--- src/hdl/sender_table_lru_lookup_macros.svh ---
// assertion macros for the sender table lookup block
// used by the controller and datapath, expects i_clk and i_rst_n in scope
`ifndef SENDER_TABLE_LRU_LOOKUP_MACROS_SVH
`define SENDER_TABLE_LRU_LOOKUP_MACROS_SVH

// same-cycle implication
`define STLL_ASSERT_IMP(lbl, ante, cons) \
    lbl: assert property (@(posedge i_clk) disable iff (!i_rst_n) (ante) |-> (cons)) \
        else $error("stll assertion failed");

// next-cycle implication
`define STLL_ASSERT_NXT(lbl, ante, cons) \
    lbl: assert property (@(posedge i_clk) disable iff (!i_rst_n) (ante) |=> (cons)) \
        else $error("stll assertion failed");

`endif

--- src/hdl/stll_pkg.sv ---
// shared constants and controller/datapath interface types
// for the sender table lookup block, no dependencies
`default_nettype none

package stll_pkg;

    localparam int ID_W           = 16;
    localparam int AGE_W          = 8;
    localparam int SLOT_W         = 3;
    localparam int NONCE_W        = 6;
    localparam int DEF_ENTRIES    = 8;
    localparam int DEF_NONCE_BITS = 6;

    // commands from controller to datapath
    typedef struct packed {
        logic clr;
        logic rd_en;
        logic scan;
        logic k_clr;
        logic sweep_wr;
        logic wr_new;
        logic out_load;
    } t_cmd;

    // status from datapath to controller
    typedef struct packed {
        logic master;
        logic hit;
        logic last;
        logic age_nz;
        logic found;
        logic out_full;
    } t_st;

endpackage

`default_nettype wire

--- src/hdl/stll_dp.sv ---
// datapath: master id register, table memory, slot walk and output register
// depends on stll_pkg and sender_table_lru_lookup_macros.svh
`default_nettype none

`include "sender_table_lru_lookup_macros.svh"

module stll_dp #(
    parameter int ENTRIES    = stll_pkg::DEF_ENTRIES,
    parameter int NONCE_BITS = stll_pkg::DEF_NONCE_BITS
) (
    input  wire                              i_clk,
    input  wire                              i_rst_n,
    input  wire                              i_cfg_we,
    input  wire  [stll_pkg::ID_W-1:0]        i_cfg_data,
    input  wire  [stll_pkg::ID_W-1:0]        i_sender_id,
    input  wire  [stll_pkg::NONCE_W-1:0]     i_fresh_expected_nonce,
    input  wire  [stll_pkg::NONCE_W-1:0]     i_fresh_send_nonce,
    input  wire                              i_out_stall,
    input  stll_pkg::t_cmd                   i_cmd,
    output stll_pkg::t_st                    o_st,
    output logic                             o_out_valid,
    output logic                             o_from_master,
    output logic [stll_pkg::SLOT_W-1:0]      o_slot,
    output logic                             o_new_entry,
    output logic [stll_pkg::NONCE_W-1:0]     o_expected_nonce,
    output logic [stll_pkg::NONCE_W-1:0]     o_send_nonce
);
    import stll_pkg::*;

    localparam int IDX_W = (ENTRIES > 1) ? $clog2(ENTRIES) : 1;
    localparam logic [IDX_W-1:0] LAST_IDX = IDX_W'(ENTRIES - 1);

    // table memory
    logic [ID_W-1:0]       mem_id  [ENTRIES];
    logic [AGE_W-1:0]      mem_age [ENTRIES];
    logic [NONCE_BITS-1:0] mem_en  [ENTRIES];
    logic [NONCE_BITS-1:0] mem_sn  [ENTRIES];
    logic [ENTRIES-1:0]    r_vld;

    logic [ID_W-1:0]       r_master_id;
    logic [ID_W-1:0]       r_id;
    logic [NONCE_BITS-1:0] r_fe;
    logic [NONCE_BITS-1:0] r_fs;
    logic                  r_master;
    logic                  r_found;
    logic [AGE_W-1:0]      r_age;
    logic [NONCE_BITS-1:0] r_en;
    logic [NONCE_BITS-1:0] r_sn;
    logic [IDX_W-1:0]      r_k;
    logic [IDX_W-1:0]      r_sel;
    logic [IDX_W-1:0]      r_oldest;

    logic [ID_W-1:0]       r_rd_id;
    logic [AGE_W-1:0]      r_rd_age;
    logic [NONCE_BITS-1:0] r_rd_en;
    logic [NONCE_BITS-1:0] r_rd_sn;
    logic                  r_rd_vld;

    logic                  r_o_valid;
    logic                  r_o_master;
    logic [SLOT_W-1:0]     r_o_slot;
    logic                  r_o_new;
    logic [NONCE_W-1:0]    r_o_en;
    logic [NONCE_W-1:0]    r_o_sn;

    logic [ID_W-1:0]       rd_id;
    logic [AGE_W-1:0]      rd_age;
    logic [NONCE_BITS-1:0] rd_en;
    logic [NONCE_BITS-1:0] rd_sn;
    logic                  hit;
    logic                  older;
    logic                  last;

    logic                  we;
    logic [IDX_W-1:0]      waddr;
    logic [ID_W-1:0]       w_id;
    logic [AGE_W-1:0]      w_age;
    logic [NONCE_BITS-1:0] w_en;
    logic [NONCE_BITS-1:0] w_sn;

    // entries never written read as zero
    assign rd_id  = r_rd_vld ? r_rd_id  : '0;
    assign rd_age = r_rd_vld ? r_rd_age : '0;
    assign rd_en  = r_rd_vld ? r_rd_en  : '0;
    assign rd_sn  = r_rd_vld ? r_rd_sn  : '0;

    assign hit   = (rd_id == r_id);
    assign older = (r_age < rd_age);
    assign last  = (r_k == LAST_IDX);

    always_comb begin
        we    = i_cmd.sweep_wr | i_cmd.wr_new;
        waddr = i_cmd.wr_new ? r_sel : r_k;
        w_id  = r_id;
        w_age = '0;
        w_en  = r_fe;
        w_sn  = r_fs;
        if (i_cmd.sweep_wr) begin
            if (r_k == r_sel) begin
                if (r_found) begin
                    w_id = rd_id;
                    w_en = rd_en;
                    w_sn = rd_sn;
                end
            end else begin
                w_id  = rd_id;
                w_age = rd_age + AGE_W'(1);
                w_en  = rd_en;
                w_sn  = rd_sn;
            end
        end
    end

    // memory ports
    always_ff @(posedge i_clk) begin
        if (we) begin
            mem_id[waddr]  <= w_id;
            mem_age[waddr] <= w_age;
            mem_en[waddr]  <= w_en;
            mem_sn[waddr]  <= w_sn;
        end
        if (i_cmd.rd_en) begin
            r_rd_id  <= mem_id[r_k];
            r_rd_age <= mem_age[r_k];
            r_rd_en  <= mem_en[r_k];
            r_rd_sn  <= mem_sn[r_k];
            r_rd_vld <= r_vld[r_k];
        end
    end

    always_ff @(posedge i_clk) begin
        if (!i_rst_n) begin
            r_vld       <= '0;
            r_master_id <= '0;
        end else begin
            if (we) begin
                r_vld[waddr] <= 1'b1;
            end
            if (i_cfg_we) begin
                r_master_id <= i_cfg_data;
            end
        end
    end

    // item capture and slot walk
    always_ff @(posedge i_clk) begin
        if (i_cmd.clr) begin
            r_id     <= i_sender_id;
            r_fe     <= NONCE_BITS'(i_fresh_expected_nonce);
            r_fs     <= NONCE_BITS'(i_fresh_send_nonce);
            r_master <= (i_sender_id == r_master_id);
            r_found  <= 1'b0;
            r_age    <= '0;
            r_k      <= '0;
            r_sel    <= '0;
            r_oldest <= '0;
        end else if (i_cmd.scan) begin
            if (hit) begin
                r_found <= 1'b1;
                r_sel   <= r_k;
                r_age   <= rd_age;
                r_en    <= rd_en;
                r_sn    <= rd_sn;
            end else begin
                if (older) begin
                    r_age    <= rd_age;
                    r_oldest <= r_k;
                end
                if (last) begin
                    r_sel <= older ? r_k : r_oldest;
                end else begin
                    r_k <= r_k + IDX_W'(1);
                end
            end
        end else if (i_cmd.k_clr) begin
            r_k <= '0;
        end else if (i_cmd.sweep_wr) begin
            r_k <= r_k + IDX_W'(1);
        end
    end

    // output register
    always_ff @(posedge i_clk) begin
        if (!i_rst_n) begin
            r_o_valid <= 1'b0;
        end else if (i_cmd.out_load) begin
            r_o_valid <= 1'b1;
        end else if (!i_out_stall) begin
            r_o_valid <= 1'b0;
        end
    end

    always_ff @(posedge i_clk) begin
        if (i_cmd.out_load) begin
            r_o_master <= r_master;
            if (r_master) begin
                r_o_slot <= '0;
                r_o_new  <= 1'b0;
                r_o_en   <= '0;
                r_o_sn   <= '0;
            end else begin
                r_o_slot <= SLOT_W'(r_sel);
                r_o_new  <= !r_found;
                r_o_en   <= r_found ? NONCE_W'(r_en) : NONCE_W'(r_fe);
                r_o_sn   <= r_found ? NONCE_W'(r_sn) : NONCE_W'(r_fs);
            end
        end
    end

    assign o_st.master   = r_master;
    assign o_st.hit      = hit;
    assign o_st.last     = last;
    assign o_st.age_nz   = (r_age != '0);
    assign o_st.found    = r_found;
    assign o_st.out_full = r_o_valid & i_out_stall;

    assign o_out_valid      = r_o_valid;
    assign o_from_master    = r_o_master;
    assign o_slot           = r_o_slot;
    assign o_new_entry      = r_o_new;
    assign o_expected_nonce = r_o_en;
    assign o_send_nonce     = r_o_sn;

    `STLL_ASSERT_IMP(a_master_zero, r_o_valid && r_o_master, r_o_slot == '0 && !r_o_new && r_o_en == '0 && r_o_sn == '0)
    `STLL_ASSERT_NXT(a_load_valid, i_cmd.out_load, r_o_valid)
    `STLL_ASSERT_IMP(a_one_port_op, we, !i_cmd.rd_en)

endmodule

`default_nettype wire

--- src/hdl/stll_ctl.sv ---
// controller: sequences capture, slot walk, age sweep and result load
// depends on stll_pkg and sender_table_lru_lookup_macros.svh
`default_nettype none

`include "sender_table_lru_lookup_macros.svh"

module stll_ctl (
    input  wire             i_clk,
    input  wire             i_rst_n,
    input  wire             i_in_valid,
    output logic            o_in_stall,
    input  stll_pkg::t_st   i_st,
    output stll_pkg::t_cmd  o_cmd
);
    import stll_pkg::*;

    localparam logic [2:0] S_IDLE = 3'd0;
    localparam logic [2:0] S_CHK  = 3'd1;
    localparam logic [2:0] S_RD   = 3'd2;
    localparam logic [2:0] S_CMP  = 3'd3;
    localparam logic [2:0] S_DEC  = 3'd4;
    localparam logic [2:0] S_SWRD = 3'd5;
    localparam logic [2:0] S_SWWR = 3'd6;
    localparam logic [2:0] S_WNEW = 3'd7;

    logic [2:0] r_state;
    logic [2:0] n_state;
    logic       r_out;
    logic       n_out;

    assign o_in_stall = (r_state != S_IDLE) | r_out;

    always_comb begin
        n_state = r_state;
        n_out   = r_out;
        o_cmd   = '0;
        if (r_out) begin
            // result waits for room in the output register
            if (!i_st.out_full) begin
                o_cmd.out_load = 1'b1;
                n_out          = 1'b0;
            end
        end else begin
            unique case (r_state)
                S_IDLE: begin
                    if (i_in_valid) begin
                        o_cmd.clr = 1'b1;
                        n_state   = S_CHK;
                    end
                end
                S_CHK: begin
                    if (i_st.master) begin
                        n_state = S_IDLE;
                        n_out   = 1'b1;
                    end else begin
                        n_state = S_RD;
                    end
                end
                S_RD: begin
                    o_cmd.rd_en = 1'b1;
                    n_state     = S_CMP;
                end
                S_CMP: begin
                    o_cmd.scan = 1'b1;
                    n_state    = (i_st.hit || i_st.last) ? S_DEC : S_RD;
                end
                S_DEC: begin
                    o_cmd.k_clr = 1'b1;
                    if (i_st.age_nz) begin
                        n_state = S_SWRD;
                    end else if (!i_st.found) begin
                        n_state = S_WNEW;
                    end else begin
                        n_state = S_IDLE;
                        n_out   = 1'b1;
                    end
                end
                S_SWRD: begin
                    o_cmd.rd_en = 1'b1;
                    n_state     = S_SWWR;
                end
                S_SWWR: begin
                    o_cmd.sweep_wr = 1'b1;
                    if (i_st.last) begin
                        n_state = S_IDLE;
                        n_out   = 1'b1;
                    end else begin
                        n_state = S_SWRD;
                    end
                end
                S_WNEW: begin
                    o_cmd.wr_new = 1'b1;
                    n_state      = S_IDLE;
                    n_out        = 1'b1;
                end
                default: begin
                    n_state = S_IDLE;
                end
            endcase
        end
    end

    always_ff @(posedge i_clk) begin
        if (!i_rst_n) begin
            r_state <= S_IDLE;
            r_out   <= 1'b0;
        end else begin
            r_state <= n_state;
            r_out   <= n_out;
        end
    end

    `STLL_ASSERT_IMP(a_load_room, o_cmd.out_load, !i_st.out_full)
    `STLL_ASSERT_IMP(a_new_on_miss, o_cmd.wr_new, !i_st.found)
    `STLL_ASSERT_NXT(a_master_skip, r_state == S_CHK && !r_out && i_st.master, r_out && r_state == S_IDLE)

endmodule

`default_nettype wire

--- src/hdl/sender_table_lru_lookup.sv ---
// Master hit: the result skips the table and is loaded into the output register once there is room.
// Table lookup: a read and a compare per slot walked until the first match (all slots on a miss),
// then a decide step, then a read and a write per slot for the age sweep when ages change (a single
// new-entry write for a plain replacement), then the load. One item at a time, set by the slot walk
// over the single table memory port; the next item is taken the cycle after the load.
// Synchronous active-low reset empties the table (every slot reads as zero) and clears master id.
`default_nettype none

module sender_table_lru_lookup #(
    parameter int ENTRIES    = stll_pkg::DEF_ENTRIES,
    parameter int NONCE_BITS = stll_pkg::DEF_NONCE_BITS
) (
    input  wire                           i_clk,
    input  wire                           i_rst_n,
    input  wire                           i_cfg_we,
    input  wire  [stll_pkg::ID_W-1:0]     i_cfg_data,
    input  wire                           i_in_valid,
    output logic                          o_in_stall,
    input  wire  [stll_pkg::ID_W-1:0]     i_sender_id,
    input  wire  [stll_pkg::NONCE_W-1:0]  i_fresh_expected_nonce,
    input  wire  [stll_pkg::NONCE_W-1:0]  i_fresh_send_nonce,
    output logic                          o_out_valid,
    input  wire                           i_out_stall,
    output logic                          o_from_master,
    output logic [stll_pkg::SLOT_W-1:0]   o_slot,
    output logic                          o_new_entry,
    output logic [stll_pkg::NONCE_W-1:0]  o_expected_nonce,
    output logic [stll_pkg::NONCE_W-1:0]  o_send_nonce
);
    import stll_pkg::*;

    t_cmd cmd;
    t_st  st;

    stll_ctl u_ctl (
        .i_clk      (i_clk),
        .i_rst_n    (i_rst_n),
        .i_in_valid (i_in_valid),
        .o_in_stall (o_in_stall),
        .i_st       (st),
        .o_cmd      (cmd)
    );

    stll_dp #(
        .ENTRIES    (ENTRIES),
        .NONCE_BITS (NONCE_BITS)
    ) u_dp (
        .i_clk                  (i_clk),
        .i_rst_n                (i_rst_n),
        .i_cfg_we               (i_cfg_we),
        .i_cfg_data             (i_cfg_data),
        .i_sender_id            (i_sender_id),
        .i_fresh_expected_nonce (i_fresh_expected_nonce),
        .i_fresh_send_nonce     (i_fresh_send_nonce),
        .i_out_stall            (i_out_stall),
        .i_cmd                  (cmd),
        .o_st                   (st),
        .o_out_valid            (o_out_valid),
        .o_from_master          (o_from_master),
        .o_slot                 (o_slot),
        .o_new_entry            (o_new_entry),
        .o_expected_nonce       (o_expected_nonce),
        .o_send_nonce           (o_send_nonce)
    );

endmodule

`default_nettype wire
--- config.mk ---
export PLATFORM = sky130hd
export DESIGN_NAME = sender_table_lru_lookup
export DESIGN_NICKNAME = d
export VERILOG_FILES = /design/src/hdl/stll_pkg.sv /design/src/hdl/stll_dp.sv /design/src/hdl/stll_ctl.sv /design/src/hdl/sender_table_lru_lookup.sv
export VERILOG_INCLUDE_DIRS = /design/src /design/src/hdl
export SDC_FILE = /design/constraint.sdc
export NUM_CORES = 1
export LEC_CHECK = 0
export ABC_CLOCK_PERIOD_IN_PS = 3840
export BUFFER_PORTS_ARGS = -buffer_cell sky130_fd_sc_hd__buf_2
export CAP_MARGIN = 25
export CORE_ASPECT_RATIO = 1.5
export CORE_UTILIZATION = 45
export CTS_BUF_LIST = sky130_fd_sc_hd__clkbuf_16
export CTS_CLUSTER_DIAMETER = 40
export DETAILED_ROUTE_END_ITERATION = 8
export GPL_ROUTABILITY_DRIVEN = 0
export PLACE_DENSITY = 0.72
export SETUP_SLACK_MARGIN = 0.2
export SLEW_MARGIN = 20
export SYNTH_ARGS = -nofsm -noshare
export SYNTH_HDL_FRONTEND = slang
export SYNTH_SLANG_ARGS = --single-unit
--- constraint.sdc ---
create_clock -name i_clk -period 3.84 [get_ports i_clk]
set_input_delay 0.192 -clock i_clk [delete_from_list [all_inputs] [get_ports i_clk]]
set_output_delay 0.192 -clock i_clk [all_outputs]
set_load 0.05 [all_outputs]
==> run metrics <==
CP Cell Sequence nor2b_1 > and2_1 > nor2b_1 > o21ai_4 > buf_12 > o21ai_0; post-layout min period 3.01 ns; post-synthesis simple-gate area fraction 6.64%; P&R area growth vs syn 17.0%; post-layout util 53.3%; TritonCTS buffer count 45; Slew Viols, Final 0; Synth Flop Type edfxtp_1; Synth Warn # 0; M1 WL 14100 um; Met2 Routed Length 19000 um; worst-margin pin slew 0.848 ns; asr flop ratio synth 0%; FMAX about 0.33 GHz; Layout Nets 1203; post-synthesis mux area share 14.7%; num ports 68; Synth top area share about two thirds; register area share after synthesis 71.1%; TNS Setup 0 ns; Slowest-stage cell, CP o21ai_0; Max-cap violations 0; grt ovf 0; number of flops mapped to enable cells by yosys 383; Synth Cell Area between 15000 and 20000 um2; clk sink count 430; CP max FO 32; clock root buffer clkbuf_16; # resized after CTS 0; initial antenna violation count 0; Clock Latency Late Sink between 0.5 and 0.6 ns; vias in the first global route between 9000 and 10000; worst min-delay path category primary input to flop; Synth Area in Adders less than 1%; RSZ-0062 raised after global routing no; most common cell in the netlist edfxtp_1; hpwl dp approximately 21000 um; Pwr per Cell Area 496 nW/um2; fin area 20500 um2; Lkg Pwr 6.88 nW; Reg clk slew, reported paths 0.06 ns; Die Height 244 um; final wirelength 35800 um; Yosys cell types 51; post-synthesis compound-gate area fraction 3.65%; # rows 88; Syn Area/Cell 17.2 um2; metal3 WL 1740 um; Critical Path End Type flop; setup bufs post-CTS 0; pin count of the biggest net entering global routing 42; DR top layer met4; DR iter-0 viols 688; Layout Skew approximately 0.015 ns; Arr. time, crit path 3.22 ns; post-DR vias/cell 5.63; Max VDD drop 0.000388 V; synth cell count leaders edfxtp_1, nand2_1, mux4_2, mux2_2, dfxtp_1; area of the core 38400 um2; Fin. Hold Viols 0; FF+latch count, synth 430; Vias around 9400; top cells by area, synth edfxtp_1, mux4_2, dfxtp_1; hold_buf cts between 40 and 50; Initial Util 45.5%; largest family of logic cells by synthesized area multiplexers; xor/xnor share of the synthesized area roughly 1.7%; Antenna Nets Post-Route 0; n_diodes 0; final setup fails 0; Slew Limit Headroom 41.8%; routed wire length per instance between 20 and 25 um; worst path required time 4.05 ns; drt pass-1 iters 5; Crit path largest cell delay between 0.6 and 0.7 ns; clk buf depth 3; Synth area leader edfxtp_1; DP Area 18500 um2; global-route wire length before repair roughly 56000 um; CTS tree yes; status finished, final reports clean; Remaining DRCs 0; ratio of cells with drive above 1 in the final layout 26.4%; cell count after synthesis approximately 1000; die footprint 39700 um2; crit path kind flop to flop; CTS H-tree depth 2; PortBufs 67; fin crit share 78.4%; overall die width 163 um; crit path launch type flop; most frequent CP cell nor2b_1; Syn Nets around 1100; GRT Total Usage 18.6%
## where the power goes
group | internal [mW] | leakage (nW) | switching, mW
Sequential | 5.19 | 3.98 | 0.0782
Combinational | 0.234 | 2.16 | 0.322
Clock | 2.51 | 0.743 | 1.80
## layout make-up
| type | instances | area, um2 |
|---|---|---|
| repair buffers | 136 | 1020 |
| flip-flops and latches | 430 | 12500 |
| clock inverters | 36 | 357 |
| multi-input cells | 526 | 4880 |
| inverters | 5 | 18.8 |
| fillers | 2942 | 18000 |
| clock buffers | 45 | 1130 |
| well taps | 495 | 619 |
## cell usage in the layout (no fill, tap or decap), types with 7 or more instances in the layout
cell,n
mux4_2,74
nor2_4,9
nand2_1,78
clkbuf_16,45
mux2_2,50
xnor2_1,18
and2_1,16
mux2i_1,35
nand4b_1,9
edfxtp_1,383
inv_1,10
nor3_1,13
clkinv_2,7
nor2_1,37
nand3_1,17
dlygate4sd3_1,45
nor2b_1,23
nand4_1,11
o22ai_1,11
buf_2,67
buf_4,19
o21a_1,18
o21ai_0,28
dfxtp_1,44
ha_1,10
xor2_1,15
## path summary, 6_finish.rpt
path | startpoint | end | slack (ns) | cells after the start
max | u_ctl.r_state[1]$_SDFFE_PN0P_ | u_dp.mem_id[2][14]$_DFFE_PP_ | 0.83 | 6
min | i_in_valid | u_ctl.r_state[0]$_SDFFE_PN0P_ | 0.09 | 4
max reg2reg | u_ctl.r_state[1]$_SDFFE_PN0P_ | u_dp.mem_id[2][14]$_DFFE_PP_ | 0.83 | 6
min reg2reg | u_dp.r_oldest[1]$_SDFFE_PP0P_ | u_dp.r_oldest[1]$_SDFFE_PP0P_ | 0.46 | 2
## registers in the layout (all words and copies together) (netlist names), 6 cells and up
| signal | cells |
|---|---|
| u_dp.r_sn | 6 |
| u_dp.r_en | 6 |
| u_dp.r_fs | 6 |
| u_dp.r_rd_sn | 6 |
| u_dp.mem_en | 48 |
| u_dp.r_age | 8 |
| u_dp.mem_id | 128 |
| u_dp.o_expected_nonce | 6 |
| u_dp.r_rd_age | 8 |
| u_dp.o_send_nonce | 6 |
| u_dp.r_rd_en | 6 |
| u_dp.r_vld | 8 |
| u_dp.mem_sn | 48 |
| u_dp.mem_age | 64 |
| u_dp.r_fe | 6 |
| u_dp.r_rd_id | 16 |
| u_dp.r_master_id | 16 |
| u_dp.r_id | 16 |
## worst max-delay path, delay by kind of cell, from the launching register on
family                 cells  cell delay [ns]
AO/OA/AOI/OAI              2             0.98
AND/OR/NAND/NOR            3             0.92
flip-flops                 1             0.51
buffers and inverters      1             0.25
## routing by layer
metal | global-route usage, % | up-vias
met5 | 0 | -
met4 | 6.24 | 0
met3 | 2.91 | 65
met2 | 33.2 | 261
met1 | 22.8 | 4840
li1 | - | 4254
## per-stage QoR
step | power (mW) | std cells | setup slack, ns | hold slack (ns)
2_1_floorplan | 5.73 | 1019 | 0.491 | 0.291
4_1_cts | 10.2 | 1672 | 0.843 | 0.0736
5_1_grt | 10.5 | 1673 | 0.604 | 0.108
3_5_place_dp | 5.89 | 1546 | 0.846 | 0.370
6_report | 10.1 | 1673 | 0.831 | 0.0949
3_3_place_gp | 5.88 | 1546 | 0.997 | 0.369
## kinds of logic (layout without fill, tap and decap cells)
logic type | after synthesis | after routing
adders and majority gates | 10 | 10
and+or+nand+nor | 232 | 232
xor gates and xnor gates | 33 | 33
buffers and inverters | 63 | 222
AOI/OAI and AO/OA | 92 | 92
DFF | 430 | 430
muxes | 159 | 159
Power figures use the tool's default switching activity.
